--- src/sv/fchc_pkg.sv ---
// ----------------------------------------------------------------------------
// fchc_pkg
// Shared types and constants for the fan curve controller with hysteresis.
// ----------------------------------------------------------------------------
package fchc_pkg;

   localparam int TEMP_W  = 16;   // signed Q8.8
   localparam int DUTY_W  = 8;
   localparam int ADDR_W  = 5;
   localparam int DATA_W  = 32;
   localparam int PROD_W  = TEMP_W + DUTY_W;

   localparam logic [DUTY_W-1:0] DUTY_MAX = 8'd255;

   // register indexes (byte address / 4)
   typedef enum logic [2:0] {
      REG_NORMAL_THRESH = 3'd0,
      REG_NORMAL_TEMPS  = 3'd1,
      REG_NORMAL_DUTY   = 3'd2,
      REG_BENCH_THRESH  = 3'd3,
      REG_BENCH_TEMPS   = 3'd4,
      REG_BENCH_DUTY    = 3'd5
   } reg_index_type;

   localparam logic [31:0] RST_THRESH = 32'h2800_2300;  // on 40.0, off 35.0
   localparam logic [31:0] RST_TEMPS  = 32'h1E00_3C00;  // 30.0 .. 60.0
   localparam logic [15:0] RST_DUTY   = 16'h50FF;       // 80 .. 255

   typedef enum logic [1:0] {
      ST_IDLE,
      ST_EVAL,
      ST_CALC,
      ST_DONE
   } state_type;

   // operands for the serial multiply/divide: q = (x * m) / den, x < den
   typedef struct packed {
      logic              start;
      logic [TEMP_W-1:0] x;
      logic [DUTY_W-1:0] m;
      logic [TEMP_W-1:0] den;
   } muldiv_req_type;

   typedef struct packed {
      logic              busy;
      logic              done;
      logic [DUTY_W-1:0] q;
   } muldiv_stat_type;

endpackage

--- src/sv/fchc_stream_if.sv ---
// ----------------------------------------------------------------------------
// fchc_req_if / fchc_rsp_if
// Valid/ready channels for temperature samples and duty results.
// ----------------------------------------------------------------------------
interface fchc_req_if;
   logic                                valid;
   logic                                ready;
   logic signed [fchc_pkg::TEMP_W-1:0]  temperature;
   logic                                benchmark_mode;

   modport source (output valid, output temperature, output benchmark_mode, input ready);
   modport sink   (input valid, input temperature, input benchmark_mode, output ready);
endinterface

interface fchc_rsp_if;
   logic                                valid;
   logic                                ready;
   logic [fchc_pkg::DUTY_W-1:0]         duty;
   logic                                fan_on;

   modport source (output valid, output duty, output fan_on, input ready);
   modport sink   (input valid, input duty, input fan_on, output ready);
endinterface

--- src/sv/fchc_muldiv.sv ---
// ----------------------------------------------------------------------------
// fchc_muldiv
// Bit-serial q = (x * m) / den: 8 shift-add multiply steps, then 8 restoring
// divide steps on the same register. Requires x < den, so q fits in 8 bits.
// ----------------------------------------------------------------------------
module fchc_muldiv (
   input  logic                     clock,
   input  logic                     reset,
   input  fchc_pkg::muldiv_req_type req,
   output fchc_pkg::muldiv_stat_type stat
);
   import fchc_pkg::*;

   localparam int CNT_W = $clog2(2 * DUTY_W);

   logic              busy_ff, busy_in;
   logic              done_ff, done_in;
   logic [CNT_W-1:0]  cnt_ff, cnt_in;
   logic [PROD_W-1:0] acc_ff, acc_in;
   logic [DUTY_W-1:0] m_ff, m_in;
   logic [TEMP_W-1:0] x_ff, x_in;
   logic [TEMP_W-1:0] den_ff, den_in;

   logic              div_phase;
   logic [TEMP_W:0]   top;
   logic [TEMP_W+1:0] diff;

   assign div_phase = cnt_ff[CNT_W-1];
   // partial remainder with the next dividend bit shifted in
   assign top  = {acc_ff[PROD_W-1:DUTY_W], acc_ff[DUTY_W-1]};
   assign diff = {1'b0, top} - {2'b00, den_ff};

   always_comb begin
      busy_in = busy_ff;
      done_in = 1'b0;
      cnt_in  = cnt_ff;
      acc_in  = acc_ff;
      m_in    = m_ff;
      x_in    = x_ff;
      den_in  = den_ff;
      if (req.start) begin
         busy_in = 1'b1;
         cnt_in  = '0;
         acc_in  = '0;
         m_in    = req.m;
         x_in    = req.x;
         den_in  = req.den;
      end else if (busy_ff) begin
         cnt_in = cnt_ff + 1'b1;
         if (!div_phase) begin
            // MSB-first shift-add
            acc_in = {acc_ff[PROD_W-2:0], 1'b0} +
                     (m_ff[DUTY_W-1] ? {{DUTY_W{1'b0}}, x_ff} : '0);
            m_in   = {m_ff[DUTY_W-2:0], 1'b0};
         end else if (!diff[TEMP_W+1]) begin
            acc_in = {diff[TEMP_W-1:0], acc_ff[DUTY_W-2:0], 1'b1};
         end else begin
            acc_in = {top[TEMP_W-1:0], acc_ff[DUTY_W-2:0], 1'b0};
         end
         if (cnt_ff == CNT_W'(2 * DUTY_W - 1)) begin
            busy_in = 1'b0;
            done_in = 1'b1;
         end
      end
   end

   always_ff @(posedge clock) begin
      if (reset) begin
         busy_ff <= 1'b0;
         done_ff <= 1'b0;
         cnt_ff  <= '0;
      end else begin
         busy_ff <= busy_in;
         done_ff <= done_in;
         cnt_ff  <= cnt_in;
      end
      acc_ff <= acc_in;
      m_ff   <= m_in;
      x_ff   <= x_in;
      den_ff <= den_in;
   end

   assign stat.busy = busy_ff;
   assign stat.done = done_ff;
   assign stat.q    = acc_ff[DUTY_W-1:0];

   a_no_restart: assert property (@(posedge clock) disable iff (reset)
      req.start |-> !busy_ff && !done_ff)
      else $error("muldiv restarted while in use");

   a_done_ends_busy: assert property (@(posedge clock) disable iff (reset)
      done_ff |-> !busy_ff && $past(busy_ff))
      else $error("muldiv done without a preceding run");

   a_div_quot_fits: assert property (@(posedge clock) disable iff (reset)
      busy_ff && div_phase && cnt_ff[CNT_W-2:0] == '0 |->
         acc_ff[PROD_W-1:DUTY_W] < den_ff)
      else $error("muldiv dividend out of range for 8-bit quotient");

endmodule

--- src/sv/fan_curve_hysteresis_control.sv ---
// ----------------------------------------------------------------------------
// fan_curve_hysteresis_control
// Each temperature beat yields one duty beat. An on/off flag gives
// hysteresis: an off fan starts when the sample is above the on threshold,
// a running fan stops when it is below the off threshold. A running fan
// follows a piecewise-linear curve between the low and high curve points,
// the offset of an interpolated value from the low point truncated toward
// zero. The mode bit picks the normal or benchmark register set. A sample
// passes idle, eval and done when the duty is 0 or at a curve end, and
// idle, eval, calc and done when interpolated; in calc the bit-serial
// multiply/divide unit gives one bit per cycle over 8 multiply and 8
// divide steps. A new sample is taken while a finished result still waits on the response channel.
// ----------------------------------------------------------------------------
module fan_curve_hysteresis_control (
   input  logic                             clock,
   input  logic                             reset,
   fchc_req_if.sink                         req_bus,
   fchc_rsp_if.source                       rsp_bus,
   input  logic                             psel,
   input  logic                             penable,
   input  logic                             pwrite,
   input  logic [fchc_pkg::ADDR_W-1:0]      paddr,
   input  logic [fchc_pkg::DATA_W-1:0]      pwdata,
   output logic [fchc_pkg::DATA_W-1:0]      prdata,
   output logic                             pready
);
   import fchc_pkg::*;

   // configuration registers
   logic [31:0] n_thresh_ff, n_temps_ff, b_thresh_ff, b_temps_ff;
   logic [15:0] n_duty_ff, b_duty_ff;
   logic        wr_en;
   reg_index_type wr_idx;

   // item state
   state_type          state_ff, state_in;
   logic               running_ff, running_in;
   logic signed [TEMP_W-1:0] t_ff;
   logic               mode_ff;
   logic [DUTY_W-1:0]  duty_ff, duty_in;
   logic [DUTY_W-1:0]  plow_ff, plow_in;
   logic               neg_ff, neg_in;

   logic               rsp_valid_ff, rsp_valid_in;
   logic [DUTY_W-1:0]  rsp_duty_ff;
   logic               rsp_on_ff;
   logic               rsp_load;

   muldiv_req_type     md_req;
   muldiv_stat_type    md_stat;

   // ---------------- configuration port ----------------
   assign pready = 1'b1;
   assign wr_idx = reg_index_type'(paddr[ADDR_W-1:2]);
   assign wr_en  = psel && penable && pwrite;

   always_ff @(posedge clock) begin
      if (reset) begin
         n_thresh_ff <= RST_THRESH;
         n_temps_ff  <= RST_TEMPS;
         n_duty_ff   <= RST_DUTY;
         b_thresh_ff <= RST_THRESH;
         b_temps_ff  <= RST_TEMPS;
         b_duty_ff   <= RST_DUTY;
      end else if (wr_en) begin
         case (wr_idx)
            REG_NORMAL_THRESH: n_thresh_ff <= pwdata;
            REG_NORMAL_TEMPS:  n_temps_ff  <= pwdata;
            REG_NORMAL_DUTY:   n_duty_ff   <= pwdata[15:0];
            REG_BENCH_THRESH:  b_thresh_ff <= pwdata;
            REG_BENCH_TEMPS:   b_temps_ff  <= pwdata;
            REG_BENCH_DUTY:    b_duty_ff   <= pwdata[15:0];
            default: ;
         endcase
      end
   end

   always_comb begin
      case (wr_idx)
         REG_NORMAL_THRESH: prdata = n_thresh_ff;
         REG_NORMAL_TEMPS:  prdata = n_temps_ff;
         REG_NORMAL_DUTY:   prdata = {16'h0000, n_duty_ff};
         REG_BENCH_THRESH:  prdata = b_thresh_ff;
         REG_BENCH_TEMPS:   prdata = b_temps_ff;
         REG_BENCH_DUTY:    prdata = {16'h0000, b_duty_ff};
         default:           prdata = '0;
      endcase
   end

   // ---------------- evaluation ----------------
   logic [31:0] sel_thresh, sel_temps;
   logic [15:0] sel_duty;
   logic signed [TEMP_W-1:0] on_t, off_t, tlow, thigh;
   logic [DUTY_W-1:0] plow, phigh;
   logic        run_next;
   logic        need_div;
   logic signed [TEMP_W:0] x_wide, den_wide;
   logic [DUTY_W:0] dp, dp_neg;
   logic [DUTY_W+1:0] sum;
   logic [DUTY_W-1:0] final_duty;

   assign sel_thresh = mode_ff ? b_thresh_ff : n_thresh_ff;
   assign sel_temps  = mode_ff ? b_temps_ff  : n_temps_ff;
   assign sel_duty   = mode_ff ? b_duty_ff   : n_duty_ff;
   assign on_t  = signed'(sel_thresh[31:16]);
   assign off_t = signed'(sel_thresh[15:0]);
   assign tlow  = signed'(sel_temps[31:16]);
   assign thigh = signed'(sel_temps[15:0]);
   assign plow  = sel_duty[15:8];
   assign phigh = sel_duty[7:0];

   always_comb begin
      if (!running_ff) run_next = (t_ff > on_t);
      else             run_next = !(t_ff < off_t);
   end

   assign need_div = run_next && (t_ff > tlow) && (t_ff < thigh);
   assign x_wide   = {t_ff[TEMP_W-1], t_ff} - {tlow[TEMP_W-1], tlow};
   assign den_wide = {thigh[TEMP_W-1], thigh} - {tlow[TEMP_W-1], tlow};
   assign dp       = {1'b0, phigh} - {1'b0, plow};
   assign dp_neg   = ~dp + 1'b1;

   assign md_req.start = (state_ff == ST_EVAL) && need_div;
   assign md_req.x     = x_wide[TEMP_W-1:0];
   assign md_req.den   = den_wide[TEMP_W-1:0];
   assign md_req.m     = dp[DUTY_W] ? dp_neg[DUTY_W-1:0] : dp[DUTY_W-1:0];

   // plow +/- quotient, clamped
   assign sum = neg_ff ? ({2'b00, plow_ff} - {2'b00, md_stat.q})
                       : ({2'b00, plow_ff} + {2'b00, md_stat.q});
   always_comb begin
      if (sum[DUTY_W+1])    final_duty = '0;
      else if (sum[DUTY_W]) final_duty = DUTY_MAX;
      else                  final_duty = sum[DUTY_W-1:0];
   end

   fchc_muldiv u_muldiv (
      .clock (clock),
      .reset (reset),
      .req   (md_req),
      .stat  (md_stat)
   );

   // ---------------- control ----------------
   assign rsp_load = (state_ff == ST_DONE) && (!rsp_valid_ff || rsp_bus.ready);

   always_comb begin
      state_in = state_ff;
      case (state_ff)
         ST_IDLE: if (req_bus.valid) state_in = ST_EVAL;
         ST_EVAL: state_in = need_div ? ST_CALC : ST_DONE;
         ST_CALC: if (md_stat.done) state_in = ST_DONE;
         ST_DONE: if (rsp_load) state_in = ST_IDLE;
         default: state_in = ST_IDLE;
      endcase
   end

   always_comb begin
      running_in   = running_ff;
      duty_in      = duty_ff;
      plow_in      = plow_ff;
      neg_in       = neg_ff;
      rsp_valid_in = rsp_valid_ff;
      if (rsp_valid_ff && rsp_bus.ready) rsp_valid_in = 1'b0;
      if (rsp_load) rsp_valid_in = 1'b1;
      case (state_ff)
         ST_EVAL: begin
            running_in = run_next;
            plow_in    = plow;
            neg_in     = dp[DUTY_W];
            if (!run_next)          duty_in = '0;
            else if (t_ff <= tlow)  duty_in = plow;
            else                    duty_in = phigh;
         end
         ST_CALC: if (md_stat.done) duty_in = final_duty;
         default: ;
      endcase
   end

   assign req_bus.ready = (state_ff == ST_IDLE);

   always_ff @(posedge clock) begin
      if (reset) begin
         state_ff     <= ST_IDLE;
         running_ff   <= 1'b0;
         rsp_valid_ff <= 1'b0;
      end else begin
         state_ff     <= state_in;
         running_ff   <= running_in;
         rsp_valid_ff <= rsp_valid_in;
      end
      duty_ff <= duty_in;
      plow_ff <= plow_in;
      neg_ff  <= neg_in;
      if (req_bus.valid && req_bus.ready) begin
         t_ff    <= req_bus.temperature;
         mode_ff <= req_bus.benchmark_mode;
      end
      if (rsp_load) begin
         rsp_duty_ff <= duty_ff;
         rsp_on_ff   <= running_ff;
      end
   end

   assign rsp_bus.valid  = rsp_valid_ff;
   assign rsp_bus.duty   = rsp_duty_ff;
   assign rsp_bus.fan_on = rsp_on_ff;

   a_ready_unit_free: assert property (@(posedge clock) disable iff (reset)
      req_bus.ready |-> !md_stat.busy && !md_stat.done)
      else $error("input ready while divider in use");

   a_done_in_calc: assert property (@(posedge clock) disable iff (reset)
      md_stat.done |-> state_ff == ST_CALC)
      else $error("divider result outside calc state");

   a_off_zero_duty: assert property (@(posedge clock) disable iff (reset)
      rsp_bus.valid && !rsp_bus.fan_on |-> rsp_bus.duty == '0)
      else $error("fan off with nonzero duty");

   a_accept_to_eval: assert property (@(posedge clock) disable iff (reset)
      req_bus.valid && req_bus.ready |=> state_ff == ST_EVAL)
      else $error("accepted beat not evaluated");

endmodule
--- src/flat_wrapper.sv ---
// flat-port wrapper written by rule: the top's interface ports become plain ports
module fan_curve_hysteresis_control_flat import fchc_pkg::*;
  (clock, reset, psel, penable, pwrite, paddr, pwdata, prdata, pready, req_bus_valid, req_bus_temperature, req_bus_benchmark_mode, req_bus_ready, rsp_bus_valid, rsp_bus_duty, rsp_bus_fan_on, rsp_bus_ready);
  fchc_req_if req_bus_i ();
  fchc_rsp_if rsp_bus_i ();
  input  logic clock;
  input  logic reset;
  input  logic psel;
  input  logic penable;
  input  logic pwrite;
  input  logic [fchc_pkg::ADDR_W-1:0] paddr;
  input  logic [fchc_pkg::DATA_W-1:0] pwdata;
  output logic [fchc_pkg::DATA_W-1:0] prdata;
  output logic pready;
  input wire logic [$bits(req_bus_i.valid)-1:0] req_bus_valid;
  input wire logic [$bits(req_bus_i.temperature)-1:0] req_bus_temperature;
  input wire logic [$bits(req_bus_i.benchmark_mode)-1:0] req_bus_benchmark_mode;
  output wire logic [$bits(req_bus_i.ready)-1:0] req_bus_ready;
  output wire logic [$bits(rsp_bus_i.valid)-1:0] rsp_bus_valid;
  output wire logic [$bits(rsp_bus_i.duty)-1:0] rsp_bus_duty;
  output wire logic [$bits(rsp_bus_i.fan_on)-1:0] rsp_bus_fan_on;
  input wire logic [$bits(rsp_bus_i.ready)-1:0] rsp_bus_ready;
  assign req_bus_i.valid = req_bus_valid;
  assign req_bus_i.temperature = req_bus_temperature;
  assign req_bus_i.benchmark_mode = req_bus_benchmark_mode;
  assign req_bus_ready = req_bus_i.ready;
  assign rsp_bus_valid = rsp_bus_i.valid;
  assign rsp_bus_duty = rsp_bus_i.duty;
  assign rsp_bus_fan_on = rsp_bus_i.fan_on;
  assign rsp_bus_i.ready = rsp_bus_ready;
  fan_curve_hysteresis_control u_core (.clock(clock), .reset(reset), .req_bus(req_bus_i), .rsp_bus(rsp_bus_i), .psel(psel), .penable(penable), .pwrite(pwrite), .paddr(paddr), .pwdata(pwdata), .prdata(prdata), .pready(pready));
endmodule
--- config.mk ---
export PLATFORM = sky130hd
export DESIGN_NAME = fan_curve_hysteresis_control_flat
export DESIGN_NICKNAME = d
export VERILOG_FILES = /design/src/sv/fchc_pkg.sv /design/src/sv/fchc_stream_if.sv /design/src/sv/fchc_muldiv.sv /design/src/sv/fan_curve_hysteresis_control.sv /design/src/flat_wrapper.sv
export SDC_FILE = /design/constraint.sdc
export NUM_CORES = 1
export LEC_CHECK = 0
export BUFFER_PORTS_ARGS = -buffer_cell sky130_fd_sc_hd__buf_2
export CAP_MARGIN = 0
export CORE_MARGIN = 2
export CORE_UTILIZATION = 40
export DETAILED_ROUTE_END_ITERATION = 12
export PLACE_DENSITY = 0.55
export SLEW_MARGIN = 20
export SYNTH_ARGS = -nofsm -noshare
export SYNTH_HDL_FRONTEND = slang
export SYNTH_HIERARCHICAL = 1
export SYNTH_SLANG_ARGS = --single-unit
--- constraint.sdc ---
create_clock -name clock -period 9.78 [get_ports clock]
set_clock_uncertainty 0.2 [all_clocks]
set_input_delay 0.489 -clock clock [delete_from_list [all_inputs] [get_ports clock]]
set_output_delay 0.489 -clock clock [all_outputs]
set_load 0.05 [all_outputs]
==> metrics.yaml, run 1 <==
outcome:
  status: "finished, final reports clean"
sta:
  hold_slack_ns: 0.03084
  worst_pin_slew_ns: 1.096
  slew_headroom_pct: 26.91
  setup_tns_ns: 0
  fmax_mhz: 194.2
  slew_viol_final: 0
  finalHoldViolCount: 0
  rsz0062_at_grt: "false"
  setup_viol: 0
  period_needed_ns: 5.149
  fin_crit_sh_pct: 52.64
floorplan:
  die_w_um: 211.9
  core_area_mm2: 0.04289
  die_h_um: 211.9
  initial_core_util_pct: 40.32
  dieArea_mm2: 0.04491
  row_count: 76
  ios: 105
routing:
  drtAntennaViolNets: 0
  drc: 0
  drtIter0Drc: 1127
  viasPerCell: 5.520
  dr.pass1.iters: 5
  wl_per_cell_um: 19.56
  vias: 14740
  totalWireLength_um: 52240
setup_path:
  r2r_slack_ns: 4.63
  crit_fanout: 80
  rr_startpoint: "u_core/mode_ff"
  crit_path_start: "u_core/mode_ff"
  critPathCapture: "u_core/u_muldiv/acc_ff[11]"
  worst_ep_required_time_ns: 10.01
  path_class: "flop to flop"
  crit_path_end_kind: "flop"
  arrival_ns: 5.38
  rr_worst_depth: 14
  worstReg2RegEnd: "u_core/u_muldiv/acc_ff[11]"
  start_kind: "flop"
cts:
  post_cts_resized: 0
  cts_sinks: 277
  clk_path_buf_depth: 3
  clk_latency_ns: 0.54
  cts_tree: "yes"
  ctsHoldBuffers: 19
  root_buffer: "clkbuf_16"
  numCtsBuffers: 34
  h-tree-depth: 2
  clk_pin_slew_ns: 0.06
  post_cts.repair.setup_buffers: 0
synth:
  syn_area_mm2: 0.01729
  syn_area_per_cell_um2: 8.637
  ys_warn_count: 6
  syn_nets: 2208
  syn_inst: 2002
global_route:
  antenna_found_initial: 0
  grt_max_degree: 104
  grt_first_pass_wirelength_um: 81080
  first_global_vias: 14340
  gr-usage-all-layers_pct: 23.36
  grt-ovfl-total: 0
min_path:
  timing.hold.worst.class: "input port to flop"
  min-delay-start: "pwdata[21]"
  holdPathStages: 3
place:
  dp_hpwl_um: 36040
  gp_congestion: 0.9168
  port-buffer-count: 101
  place_area_mm2: 0.01819
layout:
  diodes: 0
  postLayoutCellArea_mm2: 0.01955
  fillerInstances: 4212
  area_growth_pct: 13.08
  layout.nets: 2267
  drive_gt1_share_pct: 11.03
power:
  p_leak_uw: 0.007976
  vdd_drop_max_v: 0.0001017
  pwr_density_cell_mw_per_mm2: 226.5
flow_run:
  max-cap-violations: 0
## registers in the layout (all words and copies together) (netlist names), 24 cells and up
register / flops
u_core/b_temps_ff: 32
u_core/n_temps_ff: 32
u_core/n_thresh_ff: 32
u_core/b_thresh_ff: 32
u_core/u_muldiv/acc_ff: 24
## metal layers
layer / vias to the layer above / global-route usage [%] / part of all wire, % / routed length, um
met3: 68 / 3.382 / 5.3 / 2752
met2: 401 / 38.19 / 46 / 24240
li1: 7232 / - / - / -
met4: 0 / 7.261 / 2.4 / 1256
met5: - / 0 / 0 / 0
met1: 7042 / 31.82 / 46 / 23990
## layout by cell type (no fill, tap or decap), types with 14 or more instances in the layout
master / n
nand2_1: 405
dfxtp_1: 194
a21oi_1: 183
ha_1: 138
buf_2: 100
inv_1: 94
mux2i_1: 84
edfxtp_1: 83
a22oi_1: 82
nor2_1: 74
o21ai_0: 52
xnor2_1: 46
nand3b_1: 46
nand3_1: 41
clkbuf_16: 38
nor3_1: 24
mux2_2: 23
xor2_1: 23
a21o_1: 21
and2_1: 21
dlygate4sd3_1: 19
nor2b_1: 17
o21a_1: 16
o211ai_1: 14
## power by group
group,total [uW],switching [uW],internal (uW)
sequential,1520,164,1360
clock,1310,509,804
combinational,1590,948,644
total,4430,1620,2810
## final cells by class
type                    instances  area, um^2  area share (%)
flip-flops and latches        277        6376           32.61
multi-input cells            1523       10130           51.79
repair buffers                130       785.8           4.019
clock inverters                12       122.6          0.6271
inverters                      95       356.6           1.824
well taps                     585       732.0           3.744
clock buffers                  49        1052           5.382
## through the flow
| stage | instances | total power, uW | setup slack [ns] | util, % |
|---|---|---|---|---|
| 3_3_place_gp | 2591 | 3096 | 4.755 | 42.41 |
| 4_1_cts | 2671 | 4458 | 4.722 | 45.59 |
| 6_report | 2671 | 4428 | 4.631 | 45.59 |
| 2_1_floorplan | 2002 | 2731 | 4.360 | - |
| 3_5_place_dp | 2591 | 3123 | 4.698 | 42.41 |
| 5_1_grt | 2671 | 4708 | 4.342 | 45.59 |
## critical path, stage by stage, from the launching register on
cell and delay (ns):
edfxtp_1 0.37, buf_12 0.44, mux2i_1 0.70, fa_1 0.34, a21oi_1 0.11, o211ai_2 0.27
a2111oi_2 0.12, nor2_1 0.14, o221ai_2 0.31, a221oi_2 0.48, and2_2 0.24, buf_4 0.56
nor2_1 0.22, o21a_1 0.16, a32o_1 0.20
## worst min path at each step
| stage | end | slack [ns] |
|---|---|---|
| floorplan | u_core/rsp_bus.duty[0] | 0.20 |
| global placement | u_core/rsp_bus.duty[0] | 0.20 |
| detailed placement | u_core/rsp_bus.duty[5] | 0.21 |
| CTS | u_core/b_thresh_ff[21] | 0.003 |
| global route | u_core/b_thresh_ff[20] | 0.02 |
| finish | u_core/b_thresh_ff[21] | 0.03 |
Power figures use the tool's default switching activity.
==> run 2, diff against run 1 <==
--- a/config.mk
+++ b/config.mk
@@ -5,6 +5,7 @@
 export SDC_FILE = /design/constraint.sdc
 export NUM_CORES = 1
 export LEC_CHECK = 0
+export ABC_AREA = 1
 export BUFFER_PORTS_ARGS = -buffer_cell sky130_fd_sc_hd__buf_2
 export CAP_MARGIN = 0
 export CORE_MARGIN = 2
==> constraint.sdc (replaced) <==
create_clock -name clock -period 5.3 [get_ports clock]
set_clock_uncertainty 0.2 [all_clocks]
set_input_delay 0.265 -clock clock [delete_from_list [all_inputs] [get_ports clock]]
set_output_delay 0.265 -clock clock [all_outputs]
set_load 0.05 [all_outputs]
==> run 2 against run 1 <==
Against the previous run: worst setup slack worse by 3.7 ns; register-to-register slack worse by 3.7 ns; synthesized area is 3.1% higher; routed wire length is 8.6% higher; cell count is 19% higher; sequential power is 86% higher; critical path depth is 4 higher; clock power is 85% higher; maximum frequency is 18% higher; synthesized cell count is 22% higher.
==> metrics.yaml, run 2 <==
layout:
  layout.nets: 2767  # was 2267
  multi_input_area_mm2: 0.009784  # was 0.01013 mm^2
  drive_gt1_share_pct: 9.049  # was 11.03%
  area_growth_pct: 15.04  # was 13.08%
  postLayoutCellArea_mm2: 0.02050  # was 0.01955 mm^2
  seq_area_mm2: 0.006376  # unchanged
  final_common_cell: "nand2_1"  # unchanged
  fillerInstances: 4504  # was 4212
  final_cells: 3179  # was 2671
  mostFrequentLayoutCells: "nand2_1 (555), inv_1 (307), o21ai_0 (246), nor2_1 (209), dfxtp_1 (194)"  # was nand2_1 (405), dfxtp_1 (194), a21oi_1 (183), ha_1 (138), buf_2 (100)
sta:
  fin_crit_sh_pct: 82.17  # was 52.64%
  worst_pin_slew_ns: 1.012  # was 1.096 ns
  period_needed_ns: 4.355  # was 5.149 ns
  setup_viol: 0  # unchanged
  hold_slack_ns: 0.2173  # was 0.03084 ns
  fmax_mhz: 229.6  # was 194.2 MHz
  rsz0062_at_grt: "false"  # unchanged
  slew_headroom_pct: 32.43  # was 26.91%
  finalHoldViolCount: 0  # unchanged
  slew_viol_final: 0  # unchanged
  setup_tns_ns: 0  # unchanged
place:
  port-buffer-count: 101  # unchanged
  gp_congestion: 0.8966  # was 0.9168
  place_area_mm2: 0.01881  # was 0.01819 mm^2
  dp_hpwl_um: 41010  # was 36040 um
  placedCellCount: 3065  # was 2591
setup_path:
  critPathSlowestCell: "edfxtp_1"  # was mux2i_1
  crit_fanout: 23  # was 80
  cpPeakStageDelay_ns: 0.73  # was 0.70 ns
  path_class: "flop to flop"  # unchanged
  crit_path_end_kind: "flop"  # unchanged
  start_kind: "flop"  # unchanged
  path_cells: "buf_4 > o21ai_0 > ha_1 > nand2_1 > nor2_1 > and2_2 > nand2_2 > nand2_1 > nand2_1 > nand2_2 > nor2_8 > nand2_1 > nor2_1 > nand2_1 > nor2_4 > clkinv_1 > buf_4 > nand2_1"  # was buf_12 > mux2i_1 > fa_1 > a21oi_1 > o211ai_2 > a2111oi_2 > nor2_1 > o221ai_2 > a221oi_2 > and2_2 > buf_4 > nor2_1 > o21a_1 > a32o_1
  worst_ep_required_time_ns: 5.30  # was 10.01 ns
  path_common_cell: "nand2_1"  # was nor2_1
  arrival_ns: 4.36  # was 5.38 ns
min_path:
  timing.hold.worst.class: "flop to flop"  # was input port to flop
routing:
  totalWireLength_um: 56750  # was 52240 um
  viasPerCell: 5.242  # was 5.520
  drtAntennaViolNets: 0  # unchanged
  vias: 16660  # was 14.74k
  dr.pass1.iters: 7  # was 5
  wl_per_cell_um: 17.85  # was 19.56 um
  drc: 0  # unchanged
  drtIter0Drc: 1229  # was 1127
power:
  combPwrFrac_pct: 42.2  # was 36.0%
  p_clk_share_pct: 26.8  # was 29.7%
  vdd_drop_max_v: 0.0002170  # was 0.0001017 V
  p_leak_uw: 0.009645  # was 0.007976 uW
  p_total_uw: 9088  # was 4428 uW
  swShare_pct: 41.24  # was 36.62%
  pwr_density_cell_mw_per_mm2: 443.2  # was 226.5 mW/mm^2
  p_switching_uw: 3748  # was 1622 uW
  internal_power_uw: 5340  # was 2807 uW
  p_seq_share_pct: 31.1  # was 34.4%
global_route:
  antenna_found_initial: 0  # unchanged
  grt_first_pass_wirelength_um: 88020  # was 81080 um
  first_global_vias: 15720  # was 14.34k
  grt-ovfl-total: 0  # unchanged
  grt_max_degree: 102  # was 104
  gr-usage-all-layers_pct: 24.23  # was 23.36%
floorplan:
  ios: 105  # unchanged
  row_count: 77  # was 76
  initial_core_util_pct: 40.39  # was 40.32%
  die_w_um: 215.1  # was 211.9 um
  core_area_mm2: 0.04412  # was 0.04289 mm^2
  dieArea_mm2: 0.04626  # was 0.04491 mm^2
  die_h_um: 215.1  # was 211.9 um
cts:
  post_cts_resized: 0  # unchanged
  cts_tree: "yes"  # unchanged
  numCtsBuffers: 34  # unchanged
  cts_sinks: 277  # unchanged
  h-tree-depth: 2  # unchanged
  clk_pin_slew_ns: 0.06  # about the same
  root_buffer: "clkbuf_16"  # unchanged
  clk_latency_ns: 0.55  # was 0.54 ns
  clk_path_buf_depth: 3  # unchanged
synth:
  syn_area_mm2: 0.01782  # was 0.01729 mm^2
  syn_area_per_cell_um2: 7.269  # was 8.637 um^2
  syn_inst: 2452  # was 2002
  ys_warn_count: 6  # unchanged
  syn_nets: 2658  # was 2208
outcome:
  status: "finished, final reports clean"  # unchanged
flow_run:
  max-cap-violations: 0  # unchanged
run 2: critical path: cells and delay by family (launching register included):
family / cells / cell delay, ns
buffers and inverters: 3 / 0.60
AND/OR/NAND/NOR: 13 / 1.56
adder cells (fa/ha/maj): 1 / 0.42
flip-flops: 1 / 0.73
AO/OA/AOI/OAI: 1 / 0.51
run 2: area by class of cell:
type / instances / share of cell area (%)
Multi-Input combinational cell: 1752 / 47.72
Inverter: 322 / 5.901
Sequential cell: 277 / 31.10
Timing Repair Buffer: 174 / 5.956
Clock inverter: 15 / 0.9885
Antenna cell: 1 / 0.01220
Clock buffer: 46 / 4.717
Tap cell: 592 / 3.612
run 2: layer usage:
metal	vias to the layer above	GRT usage [%]	share of wire, %	wire length, um
met5	-	0	0	0
met4	0	6.989	2.5	1436
met3	74	3.836	5.4	3057
met2	461	39.99	46	26190
met1	7757	32.77	46	26070
li1	8371	-	-	-
run 2: final timing paths:
kind                            cells after the start         startpoint                       to  slack, ns
worst max-delay path                               18     u_core/mode_ff  u_core/u_muldiv/m_ff[5]       0.94
worst min-delay path                                0  u_core/duty_ff[3]   u_core/rsp_bus.duty[3]       0.22
worst min register to register                      0  u_core/duty_ff[3]   u_core/rsp_bus.duty[3]       0.22
worst max register to register                     18     u_core/mode_ff  u_core/u_muldiv/m_ff[5]       0.94
run 2: power groups by stage:
stage               Combinational, uW  Clock, uW  Sequential (uW)
finish                           3830       2430             2830
global route                     4350       2570             2860
CTS                              3830       2490             2830
detailed placement               3770          0             2870
global placement                 3740          0             2870
floorplan                        2870          0             2740
run 2: timing repair:
action	4_1_cts	5_1_grt
setup buffers	0	0
hold endpoints to repair	180	0
hold buffers	52	0
run 2: per-stage QoR:
step	worst slack, ns	utilization, %
CTS	0.9566	46.46
global route	0.6738	46.46
detailed placement	0.9501	42.63
global placement	0.9932	42.63
floorplan	0.2816	-
finish	0.9449	46.47
==> run 3, diff against run 2 <==
--- a/config.mk
+++ b/config.mk
@@ -11,7 +11,7 @@
 export CORE_MARGIN = 2
 export CORE_UTILIZATION = 40
 export DETAILED_ROUTE_END_ITERATION = 12
-export PLACE_DENSITY = 0.55
+export PLACE_DENSITY = 0.57
 export SLEW_MARGIN = 20
 export SYNTH_ARGS = -nofsm -noshare
 export SYNTH_HDL_FRONTEND = slang
==> constraint.sdc (replaced) <==
create_clock -name clock -period 3.55 [get_ports clock]
set_clock_uncertainty 0.2 [all_clocks]
set_input_delay 0.1775 -clock clock [delete_from_list [all_inputs] [get_ports clock]]
set_output_delay 0.1775 -clock clock [all_outputs]
set_load 0.05 [all_outputs]
==> run 3 against run 2 <==
Against the previous run: critical path depth is 3 higher; hold slack worse by 0.071 ns; flip-flop and latch count stayed put; sequential share of layout area is 1.5 points lower; non-clock buffer count is 99 higher; clock-buffer cell count is 5 lower; clock power is 48% higher; maximum frequency is 26% higher; die area stayed put; first-iteration DRC count is 2.0% lower; critical path type unchanged; critical endpoint is now u_core/u_muldiv/den_ff[15]; highest routed layer unchanged.
==> metrics.yaml, run 3 (synthesized netlist as in run 2, its figures left out) <==
outcome:
  status: "finished, final reports clean"  # unchanged
power:
  internal_power_uw: 8345  # was 5340 uW
  p_switching_uw: 5711  # was 3748 uW
  p_leak_uw: 0.01019  # was 0.009645 uW
  combPwrFrac_pct: 44.4  # was 42.2%
  swShare_pct: 40.63  # was 41.24%
  vdd_drop_max_v: 0.0004333  # was 0.0002170 V
  p_clk_share_pct: 25.6  # was 26.8%
  pwr_density_cell_mw_per_mm2: 651.7  # was 443.2 mW/mm^2
  p_total_uw: 14060  # was 9088 uW
  p_seq_share_pct: 29.9  # was 31.1%
routing:
  dr.pass1.iters: 5  # was 7
  viasPerCell: 5.189  # was 5.242
  vias: 17000  # was 16.66k
  drtIter0Drc: 1205  # was 1229
  wl_per_cell_um: 17.42  # was 17.85 um
  drc: 0  # unchanged
  totalWireLength_um: 57090  # was 56750 um
  drtAntennaViolNets: 0  # unchanged
sta:
  period_needed_ns: 3.448  # was 4.355 ns
  slew_headroom_pct: 27.47  # was 32.43%
  fin_crit_sh_pct: 97.12  # was 82.17%
  rsz0062_at_grt: "true"  # was false
  slew_viol_final: 0  # unchanged
  fmax_mhz: 290.1  # was 229.6 MHz
  finalHoldViolCount: 0  # unchanged
  setup_viol: 0  # unchanged
  layout_setup_ws_ns: 0.1024  # was 0.9449 ns
  worst_pin_slew_ns: 1.088  # was 1.012 ns
setup_path:
  r2r_slack_ns: 0.10  # was 0.94 ns
  worst_ep_required_time_ns: 3.60  # was 5.30 ns
  critPathBufInv: 5  # was 3
  crit_path_end_kind: "flop"  # unchanged
  critPathSlowestCell: "edfxtp_1"  # unchanged
  path_cells: "buf_12 > buf_8 > o21ai_4 > ha_2 > inv_2 > fa_2 > nand3_2 > nand2_4 > nand2_2 > nand2_2 > nand2_2 > nand2_1 > nand2_1 > nand2_2 > nor2_8 > nand2_2 > nor2_4 > nand2_2 > nor2_4 > buf_12 > clkbuf_16"  # was buf_4 > o21ai_0 > ha_1 > nand2_1 > nor2_1 > and2_2 > nand2_2 > nand2_1 > nand2_1 > nand2_2 > nor2_8 > nand2_1 > nor2_1 > nand2_1 > nor2_4 > clkinv_1 > buf_4 > nand2_1
  worstReg2RegEnd: "u_core/u_muldiv/den_ff[15]"  # was u_core/u_muldiv/m_ff[5]
  rr_startpoint: "u_core/mode_ff"  # unchanged
  start_kind: "flop"  # unchanged
  path_common_cell: "nand2_2"  # was nand2_1
  crit_fanout: 12  # was 23
  rr_worst_depth: 21  # was 18
  cpPeakStageDelay_ns: 0.46  # was 0.73 ns
  arrival_ns: 3.50  # was 4.36 ns
  path_class: "flop to flop"  # unchanged
  path_delay_family: "simple AND/OR/NAND/NOR gates"  # unchanged
floorplan:
  core_area_mm2: 0.04412  # unchanged
  dieArea_mm2: 0.04626  # unchanged
  row_count: 77  # unchanged
  ios: 105  # unchanged
  initial_core_util_pct: 40.39  # unchanged
  die_h_um: 215.1  # unchanged
  die_w_um: 215.1  # unchanged
min_path:
  holdPathStages: 2  # was 0
  timing.hold.worst.class: "input port to flop"  # was flop to flop
  min_delay_worst_endpoint: "u_core/t_ff[3]"  # was u_core/rsp_bus.duty[3]
  min-delay-start: "req_bus_temperature[3]"  # was u_core/duty_ff[3]
cts:
  cts_tree: "yes"  # unchanged
  cts_sinks: 277  # unchanged
  h-tree-depth: 2  # unchanged
  root_buffer: "clkbuf_16"  # unchanged
  clk_path_buf_depth: 3  # unchanged
  clk_pin_slew_ns: 0.06  # about the same
  clk_latency_ns: 0.55  # about the same
  numCtsBuffers: 34  # unchanged
global_route:
  first_global_vias: 16340  # was 15.72k
  grt_max_degree: 99  # was 102
  antenna_found_initial: 0  # unchanged
  gr-usage-all-layers_pct: 24.18  # was 24.23%
  grt-ovfl-total: 0  # unchanged
  grt_first_pass_wirelength_um: 88490  # was 88020 um
place:
  port-buffer-count: 101  # unchanged
  gp_congestion: 0.9536  # was 0.8966
  dp_worst_setup_slack_ns: -0.1533  # was 0.9501 ns
  dp_hpwl_um: 41620  # was 41010 um
layout:
  drive_gt1_share_pct: 13.52  # was 9.049%
  layout.nets: 2867  # was 2767
  diodes: 0  # was 1
  final_common_cell: "nand2_1"  # unchanged
  area_growth_pct: 21.02  # was 15.04%
  mostFrequentLayoutCells: "nand2_1 (550), inv_1 (305), o21ai_0 (229), nor2_1 (205), dfxtp_1 (194)"  # was nand2_1 (555), inv_1 (307), o21ai_0 (246), nor2_1 (209), dfxtp_1 (194)
flow_run:
  max-cap-violations: 0  # unchanged
## run 3: cell count changes in the layout (fill, tap and decap cells not counted), sizes merged
cell / change
inv: +2
diode: -1
a21oi: +1
clkinv: -5
buf: +94
clkinvlp: +7
## run 3: worst max-delay path by stage
stage / start / slack, ns / to / depth (start not counted)
2_1_floorplan: u_core/mode_ff / -0.50 / u_core/u_muldiv/m_ff[0] / 24
3_3_place_gp: u_core/mode_ff / -0.09 / u_core/u_muldiv/m_ff[7] / 16
3_5_place_dp: u_core/mode_ff / -0.15 / u_core/u_muldiv/m_ff[3] / 16
4_1_cts: u_core/mode_ff / 0.004 / u_core/u_muldiv/m_ff[3] / 19
5_1_grt: u_core/mode_ff / -0.04 / u_core/u_muldiv/m_ff[3] / 20
6_report: u_core/mode_ff / 0.10 / u_core/u_muldiv/den_ff[15] / 21
## run 3: power groups by stage
stage                     logic [uW]  registers [uW]  clock network (uW)
final                           6250            4210                3600
after global routing            7050            4250                3820
after CTS                       6030            4200                3670
after detailed placement        5950            4270                   0
after global placement          5900            4260                   0
after floorplan                 4340            4100                   0
## run 3: area by class of cell
| type | instances | area [um^2] |
|---|---|---|
| fill | 4447 | 22560 |
| tap | 592 | 740.7 |
| multi-input combinational | 1753 | 9925 |
| inverter | 322 | 1222 |
| sequential | 277 | 6376 |
| clock inverter | 19 | 219.0 |
| timing repair buffer | 273 | 2148 |
| clock buffer | 41 | 938.4 |
## run 3: metrics by stage
step                util [%]  instance area (um^2)  setup TNS, ns  hold WS, ns  std cells
CTS                    48.05                 21200              0       0.1155       3261
global route           48.88                 21570        -0.8288       0.1291       3277
detailed placement     44.24                 19520         -1.050       0.1587       3149
finish                 48.88                 21570              0       0.1464       3277
global placement       44.24                 19520        -0.4346       0.1564       3149
floorplan                  -                 17940         -16.26      0.04657       2452
## run 3: what timing repair did
| item | CTS | global route |
|---|---|---|
| hold endpoints to repair | 181 | 0 |
| buffers inserted | 0 | 10 |
| gates resized for setup | 4 | 45 |
| endpoints found under the setup margin | 15 | 77 |
| pin swaps | 0 | 3 |
| cloned | 0 | 6 |
| hold buffers | 52 | 0 |
## run 3: metal layers
layer  track usage (%)  part of all wire [%]
met2             39.02                    45
met4             9.471                   3.7
met5                 0                     0
met1             32.17                    45
met3             4.303                   5.6
